===== src/hw/rtl/sdtq_pkg.sv =====
package sdtq_pkg;

  // default sizes of the queue
  localparam int DEPTH_DEF     = 16;
  localparam int TIME_BITS_DEF = 32;

  // fixed field widths
  localparam int ID_W     = 8;
  localparam int OP_W     = 2;
  localparam int STATUS_W = 3;

  // most timers popped by one wake or flush word
  localparam int MAX_POPS = 16;

  // operation codes of the input word
  typedef enum logic [OP_W-1:0] {
    OP_START  = 2'd0,
    OP_CANCEL = 2'd1,
    OP_WAKE   = 2'd2,
    OP_FLUSH  = 2'd3
  } op_t;

  // result status codes
  typedef enum logic [STATUS_W-1:0] {
    STAT_STARTED   = 3'd0,
    STAT_FULL      = 3'd1,
    STAT_CANCELLED = 3'd2,
    STAT_ABSENT    = 3'd3,
    STAT_EXPIRED   = 3'd4,
    STAT_NONE      = 3'd5
  } status_t;

  // sequencer states, one-hot
  typedef enum logic [7:0] {
    ST_IDLE     = 8'b0000_0001,
    ST_SCAN     = 8'b0000_0010,
    ST_DECIDE   = 8'b0000_0100,
    ST_EMIT_PRE = 8'b0000_1000,
    ST_EMIT     = 8'b0001_0000,
    ST_MOVE     = 8'b0010_0000,
    ST_INSERT   = 8'b0100_0000,
    ST_RESULT   = 8'b1000_0000
  } state_t;

endpackage


===== src/hw/rtl/sorted_deadline_timer_queue.sv =====
// flow: start and cancel scan the queued timers, move slots, then answer; wake and
//   flush scan, then give their expired ids one per cycle while the output does not stall
// throughput: one word at a time, each also held by result stalls: a scan
//   pass over the single slot ram, then a pass that moves slots
// reset: synchronous, clears the queue count, sequencer and output valid; slot ram
//   contents are left as they are and need no clearing pass
module sorted_deadline_timer_queue
  import sdtq_pkg::*;
#(
  parameter int DEPTH     = DEPTH_DEF,
  parameter int TIME_BITS = TIME_BITS_DEF
) (
  input  logic                 clk,
  input  logic                 rst_n,
  input  logic                 in_valid,
  output logic                 in_stall,
  input  logic [OP_W-1:0]      in_op,
  input  logic [ID_W-1:0]      in_timer_id,
  input  logic [TIME_BITS-1:0] in_duration,
  input  logic [TIME_BITS-1:0] in_now_time,
  output logic                 out_valid,
  input  logic                 out_stall,
  output logic [STATUS_W-1:0]  out_status,
  output logic [ID_W-1:0]      out_expired_id,
  output logic                 out_last
);

  localparam int IDX_W   = $clog2(DEPTH);
  localparam int CNT_W   = $clog2(DEPTH + 1);
  localparam int ENT_W   = 2 * TIME_BITS + ID_W;
  localparam int POP_CAP = (DEPTH < MAX_POPS) ? DEPTH : MAX_POPS;
  localparam logic [CNT_W-1:0] DEPTH_C   = CNT_W'(DEPTH);
  localparam logic [CNT_W-1:0] POP_CAP_C = CNT_W'(POP_CAP);
  localparam logic [CNT_W-1:0] ONE_C     = CNT_W'(1);

  // sequencer and queue state
  state_t             state_r, state_nxt;
  logic [CNT_W-1:0]   count_r, count_nxt;

  // word under work
  op_t                op_r;
  logic [ID_W-1:0]    id_r;
  logic [TIME_BITS-1:0] dur_r, now_r;

  // scan pipeline
  logic [CNT_W-1:0]   scan_idx_r, scan_idx_nxt;
  logic               s1_v_r, s2_v_r;
  logic [CNT_W-1:0]   s1_idx_r, s2_idx_r;
  logic [TIME_BITS-1:0] el_r, s2_dur_r;
  logic               s2_match_r;

  // scan findings
  logic               found_r, found_nxt;
  logic [CNT_W-1:0]   pos_r, pos_nxt;
  logic               at_found_r, at_found_nxt;
  logic [CNT_W-1:0]   at_r, at_nxt;
  logic               pop_stop_r, pop_stop_nxt;
  logic [CNT_W-1:0]   k_r, k_nxt;

  // slot move sweep and insert
  logic [CNT_W-1:0]   mv_src_r, mv_src_nxt;
  logic [CNT_W-1:0]   mv_left_r, mv_left_nxt;
  logic               mv_up_r, mv_up_nxt;
  logic [CNT_W-1:0]   mv_shift_r, mv_shift_nxt;
  logic               mv_pend_r, mv_pend_nxt;
  logic [CNT_W-1:0]   mv_dst_r, mv_dst_nxt;
  logic               ins_en_r, ins_en_nxt;
  logic [CNT_W-1:0]   ins_r, ins_nxt;

  // single result and pop emission
  logic               res_en_r, res_en_nxt;
  status_t            res_status_r, res_status_nxt;
  logic [ID_W-1:0]    res_id_r, res_id_nxt;
  logic [CNT_W-1:0]   emit_idx_r, emit_idx_nxt;

  // output register
  logic               out_valid_r;
  status_t            out_status_r;
  logic [ID_W-1:0]    out_id_r;
  logic               out_last_r;
  logic               out_free, out_load;
  status_t            load_status;
  logic [ID_W-1:0]    load_id;
  logic               load_last;

  // ram ports
  logic               ram_we;
  logic [CNT_W-1:0]   ram_waddr;
  logic [ENT_W-1:0]   ram_wdata;
  logic [CNT_W-1:0]   ram_raddr;
  logic [ENT_W-1:0]   ram_rdata;

  // misc decode
  logic               in_fire, scan_issue, scan_last;
  logic [TIME_BITS-1:0] rd_start, rd_dur;
  logic [ID_W-1:0]    rd_id;
  logic [TIME_BITS:0] dl_sum;
  logic               is_after, is_exp;
  logic [CNT_W-1:0]   at_val;

  sdtq_ram #(
    .WIDTH (ENT_W),
    .DEPTH (DEPTH)
  ) u_slots (
    .clk   (clk),
    .we    (ram_we),
    .waddr (ram_waddr[IDX_W-1:0]),
    .wdata (ram_wdata),
    .raddr (ram_raddr[IDX_W-1:0]),
    .rdata (ram_rdata)
  );

  // slot word fields: start time, duration, id
  assign rd_start = ram_rdata[ENT_W-1 -: TIME_BITS];
  assign rd_dur   = ram_rdata[ID_W +: TIME_BITS];
  assign rd_id    = ram_rdata[ID_W-1:0];

  assign in_stall = (state_r != ST_IDLE);
  assign in_fire  = in_valid && (state_r == ST_IDLE);
  assign out_free = !out_valid_r || !out_stall;

  // scan control
  assign scan_issue = (state_r == ST_SCAN) && (scan_idx_r < count_r);
  assign scan_last  = s2_v_r && (s2_idx_r == count_r - ONE_C);

  // deadline compare on the registered elapsed time
  assign dl_sum   = {1'b0, dur_r} + {1'b0, el_r};
  assign is_after = !dl_sum[TIME_BITS] && (s2_dur_r > dl_sum[TIME_BITS-1:0]);
  assign is_exp   = (op_r == OP_FLUSH) || (el_r >= s2_dur_r);
  assign at_val   = at_found_r ? at_r : count_r;

  // write port: sweep moves first, then the new slot
  assign ram_we    = mv_pend_r || (state_r == ST_INSERT);
  assign ram_waddr = mv_pend_r ? mv_dst_r : ins_r;
  assign ram_wdata = mv_pend_r ? ram_rdata : {now_r, dur_r, id_r};

  // sequencer
  always_comb begin
    state_nxt      = state_r;
    count_nxt      = count_r;
    scan_idx_nxt   = scan_idx_r;
    found_nxt      = found_r;
    pos_nxt        = pos_r;
    at_found_nxt   = at_found_r;
    at_nxt         = at_r;
    pop_stop_nxt   = pop_stop_r;
    k_nxt          = k_r;
    mv_src_nxt     = mv_src_r;
    mv_left_nxt    = mv_left_r;
    mv_up_nxt      = mv_up_r;
    mv_shift_nxt   = mv_shift_r;
    mv_pend_nxt    = 1'b0;
    mv_dst_nxt     = mv_dst_r;
    ins_en_nxt     = ins_en_r;
    ins_nxt        = ins_r;
    res_en_nxt     = res_en_r;
    res_status_nxt = res_status_r;
    res_id_nxt     = res_id_r;
    emit_idx_nxt   = emit_idx_r;
    ram_raddr      = scan_idx_r;
    out_load       = 1'b0;
    load_status    = res_status_r;
    load_id        = res_id_r;
    load_last      = 1'b1;

    unique case (state_r)
      ST_IDLE: begin
        if (in_valid) begin
          scan_idx_nxt = '0;
          found_nxt    = 1'b0;
          at_found_nxt = 1'b0;
          pop_stop_nxt = 1'b0;
          k_nxt        = '0;
          state_nxt    = (count_r != '0) ? ST_SCAN : ST_DECIDE;
        end
      end

      ST_SCAN: begin
        ram_raddr = scan_idx_r;
        if (scan_issue) begin
          scan_idx_nxt = scan_idx_r + ONE_C;
        end
        if (s2_v_r) begin
          // first id match, then first slot that expires after the new timer
          if (s2_match_r && !found_r) begin
            found_nxt = 1'b1;
            pos_nxt   = s2_idx_r;
          end else if (is_after && !at_found_r) begin
            at_found_nxt = 1'b1;
            at_nxt       = s2_idx_r;
          end
          // count expired head slots, stop at the first live one or the cap
          if (!pop_stop_r) begin
            if (is_exp && (k_r < POP_CAP_C)) begin
              k_nxt = k_r + ONE_C;
            end else begin
              pop_stop_nxt = 1'b1;
            end
          end
          if (scan_last) begin
            state_nxt = ST_DECIDE;
          end
        end
      end

      ST_DECIDE: begin
        mv_left_nxt  = '0;
        mv_up_nxt    = 1'b0;
        mv_shift_nxt = ONE_C;
        ins_en_nxt   = 1'b0;
        res_en_nxt   = 1'b1;
        res_id_nxt   = id_r;
        emit_idx_nxt = '0;
        state_nxt    = ST_MOVE;
        unique case (op_r)
          OP_START: begin
            if (!found_r && (count_r == DEPTH_C)) begin
              res_status_nxt = STAT_FULL;
            end else begin
              res_status_nxt = STAT_STARTED;
              ins_en_nxt     = 1'b1;
              if (!found_r) begin
                // open a gap at the insert point
                mv_up_nxt   = 1'b1;
                mv_src_nxt  = count_r - ONE_C;
                mv_left_nxt = count_r - at_val;
                ins_nxt     = at_val;
                count_nxt   = count_r + ONE_C;
              end else if (pos_r < at_val) begin
                // restart moving later: close up toward the old slot
                mv_src_nxt  = pos_r + ONE_C;
                mv_left_nxt = at_val - ONE_C - pos_r;
                ins_nxt     = at_val - ONE_C;
              end else begin
                // restart moving earlier: push slots toward the old slot
                mv_up_nxt   = 1'b1;
                mv_src_nxt  = pos_r - ONE_C;
                mv_left_nxt = pos_r - at_val;
                ins_nxt     = at_val;
              end
            end
          end
          OP_CANCEL: begin
            if (found_r) begin
              res_status_nxt = STAT_CANCELLED;
              mv_src_nxt     = pos_r + ONE_C;
              mv_left_nxt    = count_r - ONE_C - pos_r;
              count_nxt      = count_r - ONE_C;
            end else begin
              res_status_nxt = STAT_ABSENT;
            end
          end
          OP_WAKE, OP_FLUSH: begin
            if (k_r == '0) begin
              res_status_nxt = STAT_NONE;
              res_id_nxt     = '0;
            end else begin
              // emit popped ids, then slide the rest down by k
              res_en_nxt   = 1'b0;
              mv_src_nxt   = k_r;
              mv_left_nxt  = count_r - k_r;
              mv_shift_nxt = k_r;
              count_nxt    = count_r - k_r;
              state_nxt    = ST_EMIT_PRE;
            end
          end
          default: begin
            res_status_nxt = STAT_NONE;
          end
        endcase
      end

      ST_EMIT_PRE: begin
        ram_raddr = '0;
        state_nxt = ST_EMIT;
      end

      ST_EMIT: begin
        load_status = STAT_EXPIRED;
        load_id     = rd_id;
        load_last   = (emit_idx_r == k_r - ONE_C);
        ram_raddr   = emit_idx_r;
        if (out_free) begin
          out_load     = 1'b1;
          emit_idx_nxt = emit_idx_r + ONE_C;
          ram_raddr    = emit_idx_r + ONE_C;
          if (load_last) begin
            state_nxt = ST_MOVE;
          end
        end
      end

      ST_MOVE: begin
        ram_raddr = mv_src_r;
        if (mv_left_r != '0) begin
          mv_pend_nxt = 1'b1;
          mv_dst_nxt  = mv_up_r ? (mv_src_r + ONE_C) : (mv_src_r - mv_shift_r);
          mv_src_nxt  = mv_up_r ? (mv_src_r - ONE_C) : (mv_src_r + ONE_C);
          mv_left_nxt = mv_left_r - ONE_C;
        end else if (!mv_pend_r) begin
          if (ins_en_r) begin
            state_nxt = ST_INSERT;
          end else if (res_en_r) begin
            state_nxt = ST_RESULT;
          end else begin
            state_nxt = ST_IDLE;
          end
        end
      end

      ST_INSERT: begin
        state_nxt = ST_RESULT;
      end

      ST_RESULT: begin
        if (out_free) begin
          out_load  = 1'b1;
          state_nxt = ST_IDLE;
        end
      end

      default: begin
        state_nxt = ST_IDLE;
      end
    endcase
  end

  // control registers
  always_ff @(posedge clk) begin
    if (!rst_n) begin
      state_r     <= ST_IDLE;
      count_r     <= '0;
      s1_v_r      <= 1'b0;
      s2_v_r      <= 1'b0;
      mv_pend_r   <= 1'b0;
      out_valid_r <= 1'b0;
    end else begin
      state_r   <= state_nxt;
      count_r   <= count_nxt;
      s1_v_r    <= scan_issue;
      s2_v_r    <= s1_v_r;
      mv_pend_r <= mv_pend_nxt;
      if (out_load) begin
        out_valid_r <= 1'b1;
      end else if (!out_stall) begin
        out_valid_r <= 1'b0;
      end
    end
  end

  // working registers
  always_ff @(posedge clk) begin
    if (in_fire) begin
      op_r  <= op_t'(in_op);
      id_r  <= in_timer_id;
      dur_r <= in_duration;
      now_r <= in_now_time;
    end
    scan_idx_r   <= scan_idx_nxt;
    found_r      <= found_nxt;
    pos_r        <= pos_nxt;
    at_found_r   <= at_found_nxt;
    at_r         <= at_nxt;
    pop_stop_r   <= pop_stop_nxt;
    k_r          <= k_nxt;
    mv_src_r     <= mv_src_nxt;
    mv_left_r    <= mv_left_nxt;
    mv_up_r      <= mv_up_nxt;
    mv_shift_r   <= mv_shift_nxt;
    mv_dst_r     <= mv_dst_nxt;
    ins_en_r     <= ins_en_nxt;
    ins_r        <= ins_nxt;
    res_en_r     <= res_en_nxt;
    res_status_r <= res_status_nxt;
    res_id_r     <= res_id_nxt;
    emit_idx_r   <= emit_idx_nxt;
    // scan stages: slot index, then elapsed time
    s1_idx_r   <= scan_idx_r;
    s2_idx_r   <= s1_idx_r;
    el_r       <= now_r - rd_start;
    s2_dur_r   <= rd_dur;
    s2_match_r <= (rd_id == id_r);
    if (out_load) begin
      out_status_r <= load_status;
      out_id_r     <= load_id;
      out_last_r   <= load_last;
    end
  end

  assign out_valid      = out_valid_r;
  assign out_status     = out_status_r;
  assign out_expired_id = out_id_r;
  assign out_last       = out_last_r;

`ifndef SYNTH
  a_count_bound: assert property (@(posedge clk) disable iff (!rst_n)
    count_r <= DEPTH_C)
    else $error("queue count above depth");

  a_no_write_in_scan: assert property (@(posedge clk) disable iff (!rst_n)
    (state_r == ST_SCAN) |-> !ram_we)
    else $error("slot write during scan");

  a_emit_in_range: assert property (@(posedge clk) disable iff (!rst_n)
    (state_r == ST_EMIT) |-> (emit_idx_r < k_r))
    else $error("pop emission past pop count");

  a_move_dst_range: assert property (@(posedge clk) disable iff (!rst_n)
    mv_pend_r |-> (mv_dst_r < DEPTH_C))
    else $error("slot move outside queue");

  a_pops_in_queue: assert property (@(posedge clk) disable iff (!rst_n)
    (state_r == ST_DECIDE) |-> (k_r <= count_r))
    else $error("more pops than queued timers");
`endif

endmodule


===== src/hw/rtl/sdtq_ram.sv =====
module sdtq_ram #(
  parameter int WIDTH = 8,
  parameter int DEPTH = 16
) (
  input  logic                     clk,
  input  logic                     we,
  input  logic [$clog2(DEPTH)-1:0] waddr,
  input  logic [WIDTH-1:0]         wdata,
  input  logic [$clog2(DEPTH)-1:0] raddr,
  output logic [WIDTH-1:0]         rdata
);

  logic [WIDTH-1:0] mem [DEPTH];

  // one write port, one registered read port
  always_ff @(posedge clk) begin
    if (we) begin
      mem[waddr] <= wdata;
    end
    rdata <= mem[raddr];
  end

endmodule


===== config.mk =====
export PLATFORM = sky130hd
export DESIGN_NAME = sorted_deadline_timer_queue
export DESIGN_NICKNAME = d
export VERILOG_FILES = /design/src/hw/rtl/sdtq_pkg.sv /design/src/hw/rtl/sorted_deadline_timer_queue.sv /design/src/hw/rtl/sdtq_ram.sv
export SDC_FILE = /design/constraint.sdc
export NUM_CORES = 2
export LEC_CHECK = 0
export ABC_CLOCK_PERIOD_IN_PS = 5100
export CORE_UTILIZATION = 40
export DETAILED_ROUTE_END_ITERATION = 10
export DONT_BUFFER_PORTS = 1
export PLACE_DENSITY_LB_ADDON = 0.08
export SETUP_SLACK_MARGIN = 0.3
export SKIP_CTS_REPAIR_TIMING = 1
export SYNTH_ARGS = -nofsm -noshare
export SYNTH_HDL_FRONTEND = slang
export SYNTH_SLANG_ARGS = --single-unit

===== constraint.sdc =====
create_clock -name clk -period 5.1 [get_ports clk]
set_clock_uncertainty 0.05 [all_clocks]
set_input_delay 0.51 -clock clk [delete_from_list [all_inputs] [get_ports clk]]
set_output_delay 0.51 -clock clk [all_outputs]
set_load 0.05 [all_outputs]

# After elaboration in Yosys (flattened, before gate mapping)
# Memory sizes are Yosys's and may differ from the RTL's. A register that Yosys moved wholly into a read port is not among the register bits.
# Cells that the tools add are included.
# Widths: inputs -> output; s select.
[word_totals]
regBits = 242
ram_bits = 1152
inputBits = 78
output_inout_bits = 14
word_cells = 230
n_memories = 1
[classes]
addsub = 20
n_lt_le_gt_ge = 5
eq_ne = 40
n_mux = 82
bitwise = 4
reduce_logical = 42
[memory_table]
columns = ["memory", "words", "width", "rd", "rd_ports_with_merged_regs", "write_ports", "line", "text"]
rows = [
  ["u_slots.mem", 16, 72, 1, 1, 1, "sdtq_ram.sv:13", "logic [WIDTH-1:0] mem [DEPTH];"],
]
[op_table]
columns = ["cell", "count"]
rows = [
  ["$mux 5", 24],
  ["$mux 8", 13],
  ["$mux 72", 1],
  ["$pmux 8 s8", 1],
  ["$pmux 5 s2", 5],
  ["$pmux 5 s3", 3],
  ["$ne 2x2->1 const B", 17],
  ["$add 32x32->33", 1],
  ["$ge 32x32->1", 1],
  ["$gt 32x32->1", 1],
  ["$sub 32x32->32", 1],
  ["$add 5x1->5 const B", 6],
  ["$sub 5x1->5 const B", 6],
  ["$sub 5x5->5", 5],
  ["$mux 1", 22],
  ["$reduce_and 5->1", 4],
  ["$mux 4", 4],
  ["$mux 6", 2],
  ["$pmux 4 s3", 1],
  ["$reduce_and 3->1", 4],
  ["$eq 5x5->1", 2],
  ["$lt 5x5->1", 2],
  ["$reduce_bool 5->1", 2],
  ["$ne 3x3->1 const B", 3],
  ["30 further kinds", 62],
]

# Depth between registers and ports, before layout
[depth]
depth_word = 8
ltp_mapped = 20
ltp_nobuf = 20

# By module
# A second synthesis with hierarchy kept.
[hier_totals]
cells_unflattened = 3343
area_unflattened_um2 = 59784.8
[modules_own_cells]
columns = ["module", "instances", "cells_each", "area_per_inst_um2", "seq_area_each_um2"]
rows = [
  ["sdtq_ram", 1, 1850, 44550.2, 36034.6],
  ["sorted_deadline_timer_queue", 1, 1493, 15234.6, 6316.1],
]

# Least setup slack after synthesis
# No wires, ideal clock.
[synth_path]
path_type = "register to register"
from = "register state_r[4]"
to = "register dur_r[0] (enable)"
setup_time_ps = 506
arrival_time_ps = 4754
required_time_ps = 4544
setup_slack_ps = -210
path_stages_with_launch = 5
n_path_buf = 1
period_less_slack_ps = 5310
cell_sequence = "dfxtp_1 > buf_2 > nor4_4 > nand4b_1 > nor2_1"
[synth_via]
elab_chain_len = 2
[synth_rtl]
columns = ["element", "line", "text"]
rows = [
  ["start, declared", "sorted_deadline_timer_queue.sv:37", "state_t state_r, state_nxt;"],
  ["start signal, assigned", "sorted_deadline_timer_queue.sv:338", "state_r <= state_nxt;"],
  ["$eq 8x1->1", "sorted_deadline_timer_queue.sv:119", "assign in_fire = in_valid && (state_r == ST_IDLE);"],
  ["$logic_and 1x1->1", "sorted_deadline_timer_queue.sv:119", ""],
  ["via in_fire", "sorted_deadline_timer_queue.sv:94", "logic in_fire, scan_issue, scan_last;"],
  ["end signal, assigned", "sorted_deadline_timer_queue.sv:356", "dur_r <= in_duration;"],
  ["end, declared", "sorted_deadline_timer_queue.sv:43", "logic [TIME_BITS-1:0] dur_r, now_r;"],
]
# The timed path passes the listed nets, and every way through them passes these cells.
# A chain may end at the register's enable or synchronous reset.

# Worst setup path after layout
[layout_path]
from = "register dur_r[12]"
to = "register at_r[0] (enable)"
[layout_via]
elab_chain_len = 5
word_cells_on_any_way = 6
classes_between = "1 x add/sub; 1 x order compare; 4 x reduce/logical"
[layout_rtl]
columns = ["element", "line", "text"]
rows = [
  ["$add 32x32->33 (*)", "sorted_deadline_timer_queue.sv:127", "assign dl_sum = {1'b0, dur_r} + {1'b0, el_r};"],
  ["$gt 32x32->1 or $logic_not 1->1 (tied branches)", "sorted_deadline_timer_queue.sv:128", "assign is_after = !dl_sum[TIME_BITS] && (s2_dur_r > dl_sum[TIME_BITS-1:0]);"],
  ["$logic_and 1x1->1 (*)", "sorted_deadline_timer_queue.sv:128", ""],
  ["$logic_and 1x1->1 (*)", "sorted_deadline_timer_queue.sv:188", "end else if (is_after && !at_found_r) begin"],
  ["$reduce_and 4->1 (no source line) (*)", "n/a", ""],
  ["end signal, assigned", "sorted_deadline_timer_queue.sv:363", "at_r <= at_nxt;"],
  ["end, declared", "sorted_deadline_timer_queue.sv:56", "logic [CNT_W-1:0] at_r, at_nxt;"],
]
# Every way passes the cells marked *; elsewhere a longest branch is shown, timed or not.

==> parameters.txt <==
Parameter                              Value

Outcome
  Result of the run    finished clean

STA
  RSZ-0062 raised after global routing    no
  Worst slack on hold paths    25.5 ps
  Number of setup violations in the final report    0
  Endpoints failing hold    0
  Final critical-path share of the clock period    0.900
  Final setup slack of the worst path    508 ps
  Final Critical Period    4590 ps
  Sum Neg Setup Slack    0 ps
  Headroom to the max-slew limit    0.154
  Transition time at the pin with the least slew margin    1260 ps
  Max-slew violation count    0
  Peak clock frequency supported by timing    0.218 GHz

Clock tree
  Number of buffers inserted during clock tree synthesis    161
  H-Tree Depth    4
  Clock-pin slew reported for the worst setup and hold paths after clock tree synthesis    60 ps
  Clock tree from TritonCTS    done
  Clock Latency Late Sink    800 ps
  CTS sink cnt    1,465
  Root Buffer    sky130_fd_sc_hd__clkbuf_16
  Number of buffers on the longest clock path    3

Routing
  Antenna Nets Post-Route    0
  Post-route DRC    0
  Vias    38,500
  Post-detailed-route wirelength per cell    25.0 µm
  Initial DRT Pass Iterations    5
  Number of vias per cell    5.42
  Violation count after the first detailed-route iteration    3,026
  Overall routed net length    178 mm

Cells and area
  P&R area growth vs syn    15.3%
  Post-layout instance area    0.0714 mm²
  Fill cell count    13,900
  Post-route non-filler standard cell count    7,103
  Final layout net count    5,171
  Fraction of layout cells with a size suffix above 1    0.102
  Area taken by multi-input logic gates    0.0184 mm²
  Final core utilization    0.464
  Total area of sequential cells    0.0424 mm²

Placed design
  Post-Place Worst Slack    -186 ps
  Placed Area    0.0650 mm²
  Quantity of I/O buffers inserted on ports    0
  Detailed placement HPWL    101 mm
  Routability congestion estimate    0.870
  Inst Count DP    6,716

Setup path
  Data arrival time at the worst-slack endpoint    5020 ps
  Reg2Reg Depth    19
  Highest fanout seen on the critical path    5
  Ordered list of cells on the worst path    ha_1 > a21oi_2 > o21ai_0 > a221oi_2 > o211ai_1 > buf_4 > a31oi_2 > o21ai_2 > a2111oi_2 > a311oi_1 > ha_1 > nand4_1 > or3_4 > nor4_4 > buf_4 > o22a_1 > o311ai_1 > buf_4 > nor2_4
  CP required    5530 ps
  Most repeated library cell on the critical path    sky130_fd_sc_hd__buf_4
  Max stage delay on crit path    390 ps
  Worst Path Class, Setup    register to register
  Crit start category    register
  Launching instance or port of the critical path    dur_r[12]$_DFFE_PP_
  Startpoint of the lowest-slack register-to-register path    dur_r[12]$_DFFE_PP_
  Slowest-stage cell, CP    sky130_fd_sc_hd__edfxtp_1
  Worst Setup End Kind    register

Worst hold path
  Worst Hold Launch    out_stall
  Hold Path Stages    2
  Hold Crit Class    primary input to register

Die
  Width of the die    396 µm
  I/O pin cnt    92
  Initial Utilization    0.403
  Placement Rows    144
  Vertical extent of the die    396 µm
  Die area    0.156 mm²
  Core ar.    0.154 mm²

GRT
  Gr usage total    0.225
  Gr ovfl total    0
  Initial antenna violation count    24
  Vias in the first global route    37,000
  First-pass GRT wire length    258 mm
  Pin count of the biggest net entering global routing    114

Logic synthesis
  Post-synthesis instance total    4,783
  Top FF cell, synth    sky130_fd_sc_hd__edfxtp_1
  Sequential-to-total area share from yosys stat    0.684
  Area of the mapped netlist    0.0620 mm²
  Count of flip-flops with a built-in enable after synthesis    1,301
  Asr flop ratio synth    0
  Synthesis Warnings    0
  Flops & latches, synth    1,465
  Count of cell types in the netlist    74
  Net count after synthesis    5,038
  Syn avg cell area    13.0 µm²

Power
  Max IR drop VDD    0.000448 V
  Power per cell area    624 mW/mm²
  Leakage power figure    26.0 nW
  Total power    44.5 mW

Run
  # Max-Cap Violations    0
[power breakdown]
group          switching (mW)  leakage (nW)  total, mW  internal (mW)
Combinational            11.2          10.3       17.1           5.87
Sequential              0.856          13.1       15.7           14.8
Clock                    4.91          2.64       11.8           6.87
[area by class of cell]
class                           count  area share
Sequential cell                  1465       0.593
Multi-Input combinational cell   2945       0.257
Clock buffer                      225      0.0640
Tap cell                         2044      0.0358
Timing Repair Buffer              209      0.0313
Clock inverter                     75      0.0115
Inverter                          134     0.00704
Antenna cell                        6    0.000210
[sequential cells by signal, indices dropped and copies added (netlist names), 32 cells and up]
signal / flops
u_slots.mem: 1152
u_slots.rdata: 72
dur_r: 32
el_r: 32
now_r: 32
s2_dur_r: 32
[Yosys cell counts (13+ instances only)]
library cell | n | area (µm²)
sky130_fd_sc_hd__edfxtp_1 | 1301 | 39100
sky130_fd_sc_hd__nand2_1 | 1106 | 4150
sky130_fd_sc_hd__nand3_1 | 464 | 2320
sky130_fd_sc_hd__mux2i_1 | 233 | 2330
sky130_fd_sc_hd__ha_1 | 169 | 2110
sky130_fd_sc_hd__dfxtp_1 | 164 | 3280
sky130_fd_sc_hd__inv_1 | 134 | 503
sky130_fd_sc_hd__clkbuf_1 | 128 | 480
sky130_fd_sc_hd__nor2_1 | 121 | 454
sky130_fd_sc_hd__a21oi_1 | 104 | 521
sky130_fd_sc_hd__buf_2 | 85 | 425
sky130_fd_sc_hd__xnor2_1 | 82 | 718
sky130_fd_sc_hd__mux2_2 | 78 | 878
sky130_fd_sc_hd__o221ai_1 | 76 | 666
sky130_fd_sc_hd__a32oi_1 | 74 | 648
sky130_fd_sc_hd__o21ai_0 | 68 | 340
sky130_fd_sc_hd__a21o_1 | 39 | 293
sky130_fd_sc_hd__xor2_1 | 39 | 342
sky130_fd_sc_hd__nor3_1 | 29 | 145
sky130_fd_sc_hd__and2_1 | 24 | 150
sky130_fd_sc_hd__nand2b_1 | 20 | 125
sky130_fd_sc_hd__a31oi_1 | 16 | 100
sky130_fd_sc_hd__nand4_1 | 16 | 100
sky130_fd_sc_hd__nor2b_1 | 13 | 81.3
[worst max-delay path: cells and delay by family (launching register included)]
kind | cells | cell delay, ps
simple gates | 4 | 920
fa+ha+maj | 2 | 670
compound gates | 10 | 1750
flops | 1 | 390
buf+inv | 3 | 510
[final timing paths]
| check | end | slack (ps) |
|---|---|---|
| max | at_r[0]$_DFFE_PP_ | 510 |
| min | out_valid$_SDFFE_PN0P_ | 30 |
| max reg2reg | at_r[0]$_DFFE_PP_ | 510 |
| min reg2reg | s2_idx_r[4]$_DFF_P_ | 260 |
[metal layers]
| layer | global-route usage | up-vias | wire (µm) |
|---|---|---|---|
| met5 | 0 | - | 120 |
| met1 | 0.320 | 19300 | 82200 |
| met3 | 0.0460 | 254 | 10100 |
| li1 | - | 17800 | - |
| met4 | 0.0695 | 16 | 4450 |
| met2 | 0.346 | 1024 | 80800 |
[kinds of logic (layout without fill, tap and decap cells)]
family                   Yosys count  after routing  share of synthesized area
AND/OR/NAND/NOR                 1842           1842                      0.128
flip-flops                      1465           1465                      0.684
adder cells (fa/ha/maj)          177            177                     0.0367
XOR/XNOR                         121            121                     0.0171
AO/OA/AOI/OAI                    494            494                     0.0573
multiplexers                     311            311                     0.0518
other                              0              6                          0
buffers and inverters            373            643                     0.0259
[cells in the final DEF (no fill, tap or decap), types with 101 or more instances in the layout]
master                         n
sky130_fd_sc_hd__a21oi_1     102
sky130_fd_sc_hd__nand2_1    1104
sky130_fd_sc_hd__clkbuf_16   163
sky130_fd_sc_hd__ha_1        166
sky130_fd_sc_hd__inv_1       134
sky130_fd_sc_hd__dfxtp_1     162
sky130_fd_sc_hd__edfxtp_1   1301
sky130_fd_sc_hd__mux2i_1     233
sky130_fd_sc_hd__nor2_1      101
sky130_fd_sc_hd__nand3_1     463
(Power assumes the default switching activity.)
